`src/npr_pkg.sv`:
```
// Shared types, constants and address helpers for the nametable pixel renderer.
// Used by the controller, the datapath and the top level; depends on nothing.
package npr_pkg;

  localparam int unsigned NPR_ADDR_W    = 14;
  localparam int unsigned NPR_MEM_DEPTH = 16384;

  // Fixed video memory map
  localparam logic [NPR_ADDR_W-1:0] NPR_NT_BASE   = 14'h2000;
  localparam logic [NPR_ADDR_W-1:0] NPR_ATTR_OFS  = 14'h03C0;
  localparam logic [NPR_ADDR_W-1:0] NPR_PAL_BASE  = 14'h3F00;
  localparam logic [NPR_ADDR_W-1:0] NPR_PTAB_HIGH = 14'h1000;

  // Item opcodes
  localparam logic OP_WRITE  = 1'b0;
  localparam logic OP_RENDER = 1'b1;

  // Configuration register indexes (paddr[2])
  localparam logic REG_MIRROR = 1'b0;
  localparam logic REG_PTABLE = 1'b1;

  typedef enum logic [1:0] {
    ST_IDLE,
    ST_PAT,
    ST_PAL,
    ST_DONE
  } npr_state_t;

  // Controller to datapath commands
  typedef struct packed {
    logic mem_write;
    logic fetch_tile;
    logic fetch_pattern;
    logic fetch_palette;
    logic load_out;
  } npr_cmd_t;

  // Datapath to controller status
  typedef struct packed {
    logic out_free;
  } npr_stat_t;

  // Map quadrant to nametable 0..3
  function automatic logic [1:0] nt_select(input logic mirror_vert, input logic [1:0] quad);
    nt_select = mirror_vert ? {1'b0, quad[0]} : {quad[1], 1'b0};
  endfunction

  // Tile number address: base + nt*0x400 + ty*32 + tx
  function automatic logic [NPR_ADDR_W-1:0] tile_addr(input logic [1:0] nt,
                                                      input logic [7:0] px,
                                                      input logic [7:0] py);
    tile_addr = NPR_NT_BASE | {2'b00, nt, py[7:3], px[7:3]};
  endfunction

  // Attribute byte address: base + nt*0x400 + 0x3C0 + (ty/4)*8 + tx/4
  function automatic logic [NPR_ADDR_W-1:0] attr_addr(input logic [1:0] nt,
                                                      input logic [7:0] px,
                                                      input logic [7:0] py);
    attr_addr = NPR_NT_BASE | NPR_ATTR_OFS | {2'b00, nt, 4'b0000, py[7:5], px[7:5]};
  endfunction

  // Pattern plane address: base + tile*16 + plane*8 + row
  function automatic logic [NPR_ADDR_W-1:0] pat_addr(input logic ptab_high,
                                                     input logic [7:0] tile,
                                                     input logic plane,
                                                     input logic [2:0] row);
    pat_addr = (ptab_high ? NPR_PTAB_HIGH : '0) | {2'b00, tile, plane, row};
  endfunction

endpackage

```
`src/npr_ctrl.sv`:
```
// Sequencing FSM for the renderer: accepts words and steps the datapath fetches.
// Depends on npr_pkg for the state, command and status types.
module npr_ctrl
  import npr_pkg::*;
(
  input  logic       clk,
  input  logic       rst_n,
  input  logic       in_valid,
  input  logic       in_opcode,
  output logic       in_ready,
  output npr_cmd_t   cmd,
  input  npr_stat_t  st
);

  npr_state_t state_r, state_nxt;
  logic       in_fire;

  // State register
  always_ff @(posedge clk) begin
    if (!rst_n) begin
      state_r <= ST_IDLE;
    end else begin
      state_r <= state_nxt;
    end
  end

  // Next state and commands
  always_comb begin
    state_nxt = state_r;
    cmd       = '0;
    in_ready  = 1'b0;
    in_fire   = 1'b0;
    case (state_r)
      ST_IDLE: begin
        in_ready = 1'b1;
        in_fire  = in_valid;
        if (in_fire && in_opcode == OP_WRITE) begin
          cmd.mem_write = 1'b1;
        end else if (in_fire) begin
          cmd.fetch_tile = 1'b1;
          state_nxt      = ST_PAT;
        end
      end
      ST_PAT: begin
        cmd.fetch_pattern = 1'b1;
        state_nxt         = ST_PAL;
      end
      ST_PAL: begin
        cmd.fetch_palette = 1'b1;
        state_nxt         = ST_DONE;
      end
      ST_DONE: begin
        // Hold the palette byte until the output register frees up
        if (st.out_free) begin
          cmd.load_out = 1'b1;
          state_nxt    = ST_IDLE;
        end
      end
      default: begin
        state_nxt = ST_IDLE;
      end
    endcase
  end

`ifndef SYNTHESIS
  a_render_starts: assert property (@(posedge clk) disable iff (!rst_n)
    in_fire && in_opcode == OP_RENDER |=> state_r == ST_PAT)
    else $error("render word did not start a fetch");

  a_done_holds: assert property (@(posedge clk) disable iff (!rst_n)
    state_r == ST_DONE && !st.out_free |=> state_r == ST_DONE)
    else $error("result dropped while output stalled");

  a_write_no_fetch: assert property (@(posedge clk) disable iff (!rst_n)
    cmd.mem_write |-> !cmd.fetch_tile && state_nxt == ST_IDLE)
    else $error("write word started a fetch");
`endif

endmodule

```
`config.mk`:
```
export PLATFORM = sky130hd
export DESIGN_NAME = npr_ctrl
export DESIGN_NICKNAME = d
export VERILOG_FILES = /design/src/npr_pkg.sv /design/src/npr_ctrl.sv
export SDC_FILE = /design/constraint.sdc
export NUM_CORES = 1
export LEC_CHECK = 0
export ABC_AREA = 1
export BUFFER_PORTS_ARGS = -buffer_cell sky130_fd_sc_hd__buf_4
export CORE_AREA = 2 2 39 41
export DETAILED_ROUTE_END_ITERATION = 10
export DIE_AREA = 0 0 41 43
export MAX_ROUTING_LAYER = met4
export PLACE_DENSITY = 0.37
export SLEW_MARGIN = 5
export SYNTH_ARGS = -nofsm -noshare
export SYNTH_HDL_FRONTEND = slang
export SYNTH_SLANG_ARGS = --single-unit
export TNS_END_PERCENT = 30
```
`constraint.sdc`:
```
create_clock -name clk -period 1.49 [get_ports clk]
set_input_delay 0.298 -clock clk [delete_from_list [all_inputs] [get_ports clk]]
set_output_delay 0.298 -clock clk [all_outputs]
set_load 0.05 [all_outputs]
```
==> results of run 1 <==
==> worst max-delay path: cells and delay by family (launching register included) <==
| family | cells | cell delay (ns) |
|---|---|---|
| DFF | 1 | 0.33 |
| adders and majority gates | 1 | 0.14 |
| buffers and inverters | 2 | 0.24 |
| and+or+nand+nor | 2 | 0.20 |
==> Yosys cell counts (all sizes together) <==
cell and count:
dfxtp 2, nand3 1, ha 5, nand4 2, nand2 7, inv 7, nor2 8
==> cell families after synthesis <==
logic type                 after synthesis
and+or+nand+nor                         18
buffers and inverters                    7
adders and majority gates                5
DFF                                      2
==> routing by layer <==
layer  GRT usage  vias to the layer above  routed length (µm)
met5           -                        -                   0
met1      0.0735                       89                 202
met2      0.0938                        6                 231
li1            -                      126                   -
met3      0.0314                        0                  29
met4      0.0800                        0                   0
==> where the power goes <==
part | internal, µW | total (µW) | switching, µW | leakage (µW)
clock | 88.7 | 117 | 28.4 | 0.0000138
sequential | 86.9 | 119 | 32.6 | 0.0000172
combinational | 224 | 634 | 410 | 0.000173
==> timing repair <==
item / in CTS / in global routing
buffers inserted: 0 / 1
setup endpoints to repair: 2 / 2
gates cloned: 0 / 0
gates resized for setup: 7 / 3
pin swaps: 0 / 1
==> through the flow <==
step | hold WS [ns] | setup slack [ns] | instances | util
after floorplan | 0.419 | 0.0916 | 32 | -
after global placement | 0.530 | 0.139 | 58 | 0.230
after detailed placement | 0.526 | 0.154 | 58 | 0.230
after CTS | 0.317 | 0.0288 | 61 | 0.254
after global routing | 0.352 | 0.0201 | 62 | 0.272
final | 0.327 | 0.0711 | 62 | 0.272
==> layout make-up <==
class | instances | area, µm²
inverter | 7 | 26.3
fill | 157 | 1010
clock buffer | 3 | 22.5
tap | 16 | 20.0
sequential | 2 | 42.5
timing repair buffer | 11 | 93.8
multi-input combinational | 23 | 171
==> worst paths after layout <==
| path | from | to | slack [ns] |
|---|---|---|---|
| setup reg to reg | state_r[0] | state_r[1] | 0.32 |
| hold reg to reg | state_r[0] | state_r[0] | 0.52 |
| hold / removal | rst_n | state_r[0] | 0.33 |
| setup / recovery | state_r[0] | cmd[4] | 0.07 |
==> layout by cell type (no fill, tap or decap) <==
cell / instances
buf_4: 9
inv_1: 5
nor2_1: 5
nand2_2: 4
ha_1: 4
nand2_1: 3
clkbuf_4: 3
inv_2: 2
nor2_2: 2
nand4_1: 2
dfxtp_2: 2
nor2_4: 1
nand3_1: 1
ha_4: 1
buf_6: 1
buf_8: 1
==> impl_results.html, run 1 <==
<table>
<tr><th>Metric</th><th>Value</th></tr>
<tr><th colspan="2">Detailed routing</th></tr>
<tr><td>Average vias per placed instance</td><td>3.56</td></tr>
<tr><td>Number of routed nets with antenna violations</td><td>0</td></tr>
<tr><td>DRC violations left</td><td>0</td></tr>
<tr><td>DRT Wirelength</td><td>463 µm</td></tr>
<tr><td>Violation count after the first detailed-routing iteration</td><td>0</td></tr>
<tr><td>Via count of the routed design</td><td>221</td></tr>
<tr><td>Wirelength per Cell</td><td>7.47 µm</td></tr>
<tr><td>Number of iterations in the first detailed-routing pass</td><td>1</td></tr>
<tr><th colspan="2">Yosys</th></tr>
<tr><td>Net count after synthesis</td><td>42</td></tr>
<tr><td>Largest cells by area after synthesis</td><td>ha_1 28%, dfxtp_1 18%, inv_1 12%</td></tr>
<tr><td>Most area-hungry cell type in the Yosys netlist</td><td>ha_1</td></tr>
<tr><td>Register bit count reported by yosys</td><td>2</td></tr>
<tr><td>Count of synthesis-stage warnings from yosys</td><td>0</td></tr>
<tr><td>Number of cells produced by synthesis</td><td>32</td></tr>
<tr><td>Post-synth cell types</td><td>10</td></tr>
<tr><td>Synthesized area per cell</td><td>6.88 µm²</td></tr>
<tr><td>Basic-gate share of the synthesized area counting and, or, nand and nor cells</td><td>0.415</td></tr>
<tr><td>Top cell type's share of synthesized area</td><td>0.284</td></tr>
<tr><td>Post-synthesis instance area</td><td>220 µm²</td></tr>
<tr><td>Fraction of the yosys area taken by sequential cells</td><td>0.182</td></tr>
<tr><td>Share of the synthesized netlist area taken by xor and xnor gates</td><td>0</td></tr>
<tr><td>Mux contribution to synthesized area</td><td>0</td></tr>
<tr><td>Compound-Gate Fraction of Synth Area</td><td>0</td></tr>
<tr><td>Arithmetic-cell share of the synthesized area counting full adders, half adders and majority gates</td><td>0.284</td></tr>
<tr><td>Largest family of logic cells by synthesized area</td><td>simple AND/OR/NAND/NOR gates</td></tr>
<tr><th colspan="2">Finish</th></tr>
<tr><td>Non-Filler Cell Area, Final</td><td>377 µm²</td></tr>
<tr><td>Layout net count</td><td>58</td></tr>
<tr><td>Signed area change from the synthesized netlist to the final layout</td><td>71.0%</td></tr>
<tr><td>Register with the most flip-flops</td><td>state_r</td></tr>
<tr><td>Top flop regs</td><td>state_r: 2 flops</td></tr>
<tr><td>Number of flip-flops under the largest register name</td><td>2</td></tr>
<tr><td>Share of cells above drive strength 1</td><td>0.565</td></tr>
<tr><td>Count of antenna diodes in the layout</td><td>0</td></tr>
<tr><th colspan="2">Hold path</th></tr>
<tr><td>Class of the worst hold path</td><td>in2reg</td></tr>
<tr><td>Worst hold path depth</td><td>3</td></tr>
<tr><th colspan="2">Global routing</th></tr>
<tr><td>Number of antenna violations at the first check in global routing</td><td>0</td></tr>
<tr><td>First-pass GRT wire length</td><td>779 µm</td></tr>
<tr><td>Global router's overall resource usage</td><td>0.0729</td></tr>
<tr><td>Maximum number of pins on one net before global-route repair</td><td>5</td></tr>
<tr><td>Via count of the first global-routing pass</td><td>234</td></tr>
<tr><td>Global route total overflow</td><td>0</td></tr>
<tr><th colspan="2">Floorplan</th></tr>
<tr><td>Area enclosed by the die boundary</td><td>1760 µm²</td></tr>
<tr><td>Placeable core region</td><td>1380 µm²</td></tr>
<tr><td>Site Rows</td><td>14</td></tr>
<tr><td>Chip height</td><td>43 µm</td></tr>
<tr><td>Die Span X</td><td>41 µm</td></tr>
<tr><td>Number of I/O pins</td><td>11</td></tr>
<tr><td>Initial standard-cell utilization of the core</td><td>0.159</td></tr>
<tr><th colspan="2">Timing</th></tr>
<tr><td>RSZ-0062 raised after global routing</td><td>no</td></tr>
<tr><td>Maximum clock rate</td><td>0.705 GHz</td></tr>
<tr><td>Minimum clock period</td><td>1.42 ns</td></tr>
<tr><td>Final-report setup violation count</td><td>0</td></tr>
<tr><td>Skew final</td><td>0.00116 ns</td></tr>
<tr><td>Count of final max-slew check failures</td><td>0</td></tr>
<tr><td>Share of the cycle needed by the critical path after routing</td><td>0.952</td></tr>
<tr><td>Max transition margin</td><td>0.903</td></tr>
<tr><td>Worst slew pin tran</td><td>0.147 ns</td></tr>
<tr><td>Final total negative setup slack</td><td>0 ns</td></tr>
<tr><td>Final hold viol count</td><td>0</td></tr>
<tr><th colspan="2">Place</th></tr>
<tr><td>Total of buffers placed on input and output ports</td><td>10</td></tr>
<tr><td>Post-DP Area</td><td>318 µm²</td></tr>
<tr><td>Dpl hpwl</td><td>391 µm</td></tr>
<tr><td>Final GP Congestion</td><td>0.620</td></tr>
<tr><th colspan="2">Pwr</th></tr>
<tr><td>Overall Power</td><td>870 µW</td></tr>
<tr><td>Pleak</td><td>0.000204 µW</td></tr>
<tr><td>Pwr dens</td><td>2310 nW/µm²</td></tr>
<tr><td>Worst vdd ir</td><td>0.697 mV</td></tr>
<tr><th colspan="2">Status</th></tr>
<tr><td>Run status</td><td>complete, no violations</td></tr>
<tr><th colspan="2">Clocking</th></tr>
<tr><td>Root buffer cell</td><td>clkbuf_4</td></tr>
<tr><td>Register clock-pin slew on the reported worst setup and hold paths</td><td>0.03 ns</td></tr>
<tr><td>Clock latency of the later-clocked register in the worst-skew pair</td><td>0.22 ns</td></tr>
<tr><td>Clock tree from TritonCTS</td><td>done</td></tr>
<tr><td>Number of sinks handled by clock tree synthesis</td><td>2</td></tr>
<tr><td>H-tree levels</td><td>1</td></tr>
<tr><td>Post-cts hold buffer count</td><td>0</td></tr>
<tr><td>Total clock buffers created by CTS</td><td>3</td></tr>
<tr><td>Maximum number of buffers from clock root to sink</td><td>2</td></tr>
<tr><th colspan="2">Setup path</th></tr>
<tr><td>Slowest CP cell</td><td>dfxtp_2</td></tr>
<tr><td>Crit path launch type</td><td>flip-flop</td></tr>
<tr><td>Critical Path Fanout Max</td><td>4</td></tr>
<tr><td>Critical path class</td><td>reg2out</td></tr>
<tr><td>Largest stage delay on the critical path</td><td>0.33 ns</td></tr>
<tr><td>Data arrival time of the critical path</td><td>1.12 ns</td></tr>
<tr><td>Number of cells traversed by the worst register-to-register path</td><td>8</td></tr>
<tr><td>Critical path data required time</td><td>1.19 ns</td></tr>
<tr><td>Ordered cell list for the critical path</td><td>inv_2 -&gt; ha_4 -&gt; nand2_2 -&gt; nor2_4 -&gt; buf_8</td></tr>
<tr><td>Element type at the critical path end</td><td>primary output</td></tr>
<tr><th colspan="2">Run</th></tr>
<tr><td>MaxCap Viol Count</td><td>0</td></tr>
</table>
Note: power is estimated with default switching activity, not from simulation.
==> run 2, diff against run 1 <==
ABC_AREA = unset   (was 1)
PLACE_DENSITY = 0.36   (was 0.37)
==> run 2 against run 1 <==
  * Worst setup slack worse by 0.020 ns
  * Cell count is 15% lower
  * Combinational power shrank 2%
  * Non-clock buffer count increased by 2
  * Sequential cell count stayed put
  * Sequential power fell by 17%
  * Critical path depth is 1 lower
  * Area after synthesis shrank 7.4%
  * Clock power barely moved
  * Synthesized cell count shrank 34%
  * Critical endpoint is now cmd[0]
  * Highest routed layer unchanged
==> impl_results.html, run 2 <==
<table>
<tr><th>Metric</th><th>Value</th></tr>
<tr><th colspan="2">Yosys</th></tr>
<tr><td>Post-synth cell types</td><td>10 (unchanged)</td></tr>
<tr><td>Mux contribution to synthesized area</td><td>0.0982 (was 0)</td></tr>
<tr><td>Largest cells by area after synthesis</td><td>ha_1 31%, dfxtp_1 20%, a221oi_4 13% (was ha_1 28%, dfxtp_1 18%, inv_1 12%)</td></tr>
<tr><td>Commonest register cell after synthesis</td><td>dfxtp_1 (unchanged)</td></tr>
<tr><td>Top cell type's share of synthesized area</td><td>0.307 (was 0.284)</td></tr>
<tr><td>Net count after synthesis</td><td>31 (was 42)</td></tr>
<tr><td>Register bit count reported by yosys</td><td>2 (unchanged)</td></tr>
<tr><td>Largest family of logic cells by synthesized area</td><td>adder cells (was simple AND/OR/NAND/NOR gates)</td></tr>
<tr><td>Count of synthesis-stage warnings from yosys</td><td>0 (unchanged)</td></tr>
<tr><td>Arithmetic-cell share of the synthesized area counting full adders, half adders and majority gates</td><td>0.307 (was 0.284)</td></tr>
<tr><td>Post-synth ARST share</td><td>0 (unchanged)</td></tr>
<tr><td>Post-synth top cells</td><td>5 x ha_1, 4 x inv_1, 3 x nand2_1, 2 x dfxtp_1, 2 x mux2i_1 (was 7 x inv_1, 6 x nor2_1, 5 x ha_1, 4 x nand2_1, 3 x nand2_2)</td></tr>
<tr><td>EDFF count, synth</td><td>0 (unchanged)</td></tr>
<tr><td>Share of the synthesized netlist area taken by xor and xnor gates</td><td>0 (unchanged)</td></tr>
<tr><td>Synthesized area per cell</td><td>9.71 µm² (was 6.88 µm²)</td></tr>
<tr><td>Most used standard cell by instance count after synthesis</td><td>ha_1 (was inv_1)</td></tr>
<tr><td>Compound-Gate Fraction of Synth Area</td><td>0.153 (was 0)</td></tr>
<tr><td>Post-synthesis instance area</td><td>204 µm² (was 220 µm²)</td></tr>
<tr><td>Basic-gate share of the synthesized area counting and, or, nand and nor cells</td><td>0.172 (was 0.415)</td></tr>
<tr><td>Fraction of the yosys area taken by sequential cells</td><td>0.196 (was 0.182)</td></tr>
<tr><td>Number of cells produced by synthesis</td><td>21 (was 32)</td></tr>
<tr><td>Most area-hungry cell type in the Yosys netlist</td><td>ha_1 (unchanged)</td></tr>
<tr><th colspan="2">Pwr</th></tr>
<tr><td>Overall Power</td><td>837 µW (was 870 µW)</td></tr>
<tr><td>Portion of total power attributed to sequential cells</td><td>0.118 (was 0.137)</td></tr>
<tr><td>Worst vdd ir</td><td>0.564 mV (was 0.697 mV)</td></tr>
<tr><td>Pwr dens</td><td>2150 nW/µm² (was 2310 nW/µm²)</td></tr>
<tr><td>Power share of the combinational group</td><td>0.741 (was 0.728)</td></tr>
<tr><td>Pleak</td><td>0.000190 µW (was 0.000204 µW)</td></tr>
<tr><td>Part of the total power dissipated in the clock network</td><td>0.141 (was 0.135)</td></tr>
<tr><td>Switching share of total power</td><td>0.509 (was 0.541)</td></tr>
<tr><td>Internal Dissipation</td><td>411 µW (was 400 µW)</td></tr>
<tr><td>Switching power summed over all nets</td><td>425 µW (was 471 µW)</td></tr>
<tr><th colspan="2">Finish</th></tr>
<tr><td>Layout net count</td><td>49 (was 58)</td></tr>
<tr><td>Top flop regs</td><td>state_r: 2 flops (unchanged)</td></tr>
<tr><td>Count of antenna diodes in the layout</td><td>0 (unchanged)</td></tr>
<tr><td>Filler Cells Inserted</td><td>155 (was 157)</td></tr>
<tr><td>Share of cells above drive strength 1</td><td>0.703 (was 0.565)</td></tr>
<tr><td>Register with the most flip-flops</td><td>state_r (unchanged)</td></tr>
<tr><td>Core Util, Final</td><td>0.281 (was 0.272)</td></tr>
<tr><td>Number of flip-flops under the largest register name</td><td>2 (unchanged)</td></tr>
<tr><td>Most common library cell in the layout ignoring fill and taps</td><td>buf_4 (unchanged)</td></tr>
<tr><td>Highest-count cells in the layout ignoring fill and taps</td><td>9 x buf_4, 4 x buf_6, 3 x nand2_1, 3 x ha_1, 3 x clkbuf_4 (was 9 x buf_4, 5 x inv_1, 5 x nor2_1, 4 x nand2_2, 4 x ha_1)</td></tr>
<tr><td>Signed area change from the synthesized netlist to the final layout</td><td>90.8% (was 71.0%)</td></tr>
<tr><td>Non-Filler Cell Area, Final</td><td>389 µm² (was 377 µm²)</td></tr>
<tr><th colspan="2">Setup path</th></tr>
<tr><td>Element type at the critical path end</td><td>primary output (unchanged)</td></tr>
<tr><td>Critical path class</td><td>reg2out (unchanged)</td></tr>
<tr><td>Crit path launch type</td><td>flip-flop (unchanged)</td></tr>
<tr><td>Critical Path Fanout Max</td><td>3 (was 4)</td></tr>
<tr><td>Critical path data required time</td><td>1.19 ns (about the same)</td></tr>
<tr><td>Data arrival time of the critical path</td><td>1.14 ns (was 1.12 ns)</td></tr>
<tr><th colspan="2">Timing</th></tr>
<tr><td>Count of final max-slew check failures</td><td>0 (unchanged)</td></tr>
<tr><td>Minimum clock period</td><td>1.44 ns (was 1.42 ns)</td></tr>
<tr><td>Skew final</td><td>0.00162 ns (was 0.00116 ns)</td></tr>
<tr><td>RSZ-0062 raised after global routing</td><td>yes (was no)</td></tr>
<tr><td>Worst Slack Setup Final</td><td>0.0509 ns (was 0.0711 ns)</td></tr>
<tr><td>Share of the cycle needed by the critical path after routing</td><td>0.966 (was 0.952)</td></tr>
<tr><td>Final-report setup violation count</td><td>0 (unchanged)</td></tr>
<tr><td>Worst slew pin tran</td><td>0.262 ns (was 0.147 ns)</td></tr>
<tr><td>Final hold viol count</td><td>0 (unchanged)</td></tr>
<tr><td>Maximum clock rate</td><td>0.695 GHz (was 0.705 GHz)</td></tr>
<tr><td>Final total negative setup slack</td><td>0 ns (unchanged)</td></tr>
<tr><td>Max transition margin</td><td>0.825 (was 0.903)</td></tr>
<tr><th colspan="2">Clocking</th></tr>
<tr><td>Total clock buffers created by CTS</td><td>3 (unchanged)</td></tr>
<tr><td>Clock latency of the later-clocked register in the worst-skew pair</td><td>0.22 ns (about the same)</td></tr>
<tr><td>Register clock-pin slew on the reported worst setup and hold paths</td><td>0.03 ns (about the same)</td></tr>
<tr><td>Root buffer cell</td><td>clkbuf_4 (unchanged)</td></tr>
<tr><td>Maximum number of buffers from clock root to sink</td><td>2 (unchanged)</td></tr>
<tr><td>Number of sinks handled by clock tree synthesis</td><td>2 (unchanged)</td></tr>
<tr><td>H-tree levels</td><td>1 (unchanged)</td></tr>
<tr><td>Clock tree from TritonCTS</td><td>done (unchanged)</td></tr>
<tr><th colspan="2">Detailed routing</th></tr>
<tr><td>Violation count after the first detailed-routing iteration</td><td>1 (was 0)</td></tr>
<tr><td>Number of routed nets with antenna violations</td><td>0 (unchanged)</td></tr>
<tr><td>Number of iterations in the first detailed-routing pass</td><td>2 (was 1)</td></tr>
<tr><td>DRC violations left</td><td>0 (unchanged)</td></tr>
<tr><td>Average vias per placed instance</td><td>3.94 (was 3.56)</td></tr>
<tr><td>Via count of the routed design</td><td>209 (was 221)</td></tr>
<tr><td>Wirelength per Cell</td><td>9.81 µm (was 7.47 µm)</td></tr>
<tr><td>DRT Wirelength</td><td>520 µm (was 463 µm)</td></tr>
<tr><th colspan="2">Floorplan</th></tr>
<tr><td>Area enclosed by the die boundary</td><td>1760 µm² (unchanged)</td></tr>
<tr><td>Initial standard-cell utilization of the core</td><td>0.147 (was 0.159)</td></tr>
<tr><td>Die Span X</td><td>41 µm (unchanged)</td></tr>
<tr><td>Number of I/O pins</td><td>11 (unchanged)</td></tr>
<tr><td>Chip height</td><td>43 µm (unchanged)</td></tr>
<tr><td>Site Rows</td><td>14 (unchanged)</td></tr>
<tr><td>Placeable core region</td><td>1380 µm² (unchanged)</td></tr>
<tr><th colspan="2">Global routing</th></tr>
<tr><td>First-pass GRT wire length</td><td>855 µm (was 779 µm)</td></tr>
<tr><td>Via count of the first global-routing pass</td><td>243 (was 234)</td></tr>
<tr><td>Maximum number of pins on one net before global-route repair</td><td>5 (unchanged)</td></tr>
<tr><td>Global route total overflow</td><td>0 (unchanged)</td></tr>
<tr><td>Global router's overall resource usage</td><td>0.0802 (was 0.0729)</td></tr>
<tr><td>Number of antenna violations at the first check in global routing</td><td>0 (unchanged)</td></tr>
<tr><th colspan="2">Hold path</th></tr>
<tr><td>Class of the worst hold path</td><td>in2reg (unchanged)</td></tr>
<tr><th colspan="2">Place</th></tr>
<tr><td>Final GP Congestion</td><td>0.649 (was 0.620)</td></tr>
<tr><td>Total of buffers placed on input and output ports</td><td>10 (unchanged)</td></tr>
<tr><td>Setup Slack @ Placement</td><td>0.118 ns (was 0.154 ns)</td></tr>
<tr><td>Post-DP Area</td><td>314 µm² (was 318 µm²)</td></tr>
<tr><th colspan="2">Status</th></tr>
<tr><td>Run status</td><td>complete, no violations (unchanged)</td></tr>
<tr><th colspan="2">Run</th></tr>
<tr><td>MaxCap Viol Count</td><td>0 (unchanged)</td></tr>
</table>
==> run 2: cell count changes after synthesis, sizes merged, moves of 2 or more <==
cell / change
inv: -3
mux2i: +2
nand2: -4
nand4: -2
nor2: -8
==> run 2: worst max-delay path: stages (launching register included) <==
cell     delay (ns)
dfxtp_2        0.31
buf_4          0.14
ha_4           0.17
and2_4         0.15
buf_6          0.14
==> run 2: through the flow <==
stage	instances	hold slack, ns
finish	53	0.359
floorplan	21	0.444
global route	53	0.385
global placement	49	0.587
detailed placement	49	0.594
CTS	53	0.362
==> run 2: final cells by class <==
type,count,area (µm²),area share
repair buffers,13,113,0.289
well taps,16,20.0,0.0514
multi-input cells,15,176,0.453
clock buffers,3,22.5,0.0579
flip-flops and latches,2,42.5,0.109
inverters,4,15.0,0.0386
==> run 2: cell families after synthesis <==
logic type	count (synthesis)
AND/OR/NAND/NOR	6
adder cells (fa/ha/maj)	5
multiplexers	2
flip-flops	2
buffers and inverters	4
AO/OA/AOI/OAI	2
==> run 2: power by group through the flow <==
stage	sequential, µW	clock [µW]	combinational [µW]
floorplan	98.5	0	394
global placement	91.3	0	554
detailed placement	91.4	0	554
CTS	90.8	126	576
global route	103	129	677
finish	99.1	118	620
==> run 2: per-layer routing <==
| metal | routed length [µm] | track usage | vias up |
|---|---|---|---|
| met1 | 186 | 0.0609 | 95 |
| met2 | 278 | 0.138 | 11 |
| met4 | 0 | 0.0800 | 0 |
| li1 | - | - | 103 |
| met5 | 0 | - | - |
| met3 | 56 | 0.0157 | 0 |
==> run 2: timing repair <==
action,4_1_cts,5_1_grt
setup buffers,1,0
hold endpoints to repair,0,0
setup endpoints to repair,3,5
pin swaps,1,2
hold buffers,0,0
resized for setup,4,9
==> run 2: final timing paths <==
kind,startpoint,to,slack (ns),cells after the start
setup reg to reg,state_r[0],state_r[1],0.10,6
setup / recovery,state_r[0],cmd[0],0.05,4
hold / removal,rst_n,state_r[1],0.36,3
hold reg to reg,state_r[1],state_r[1],0.60,3
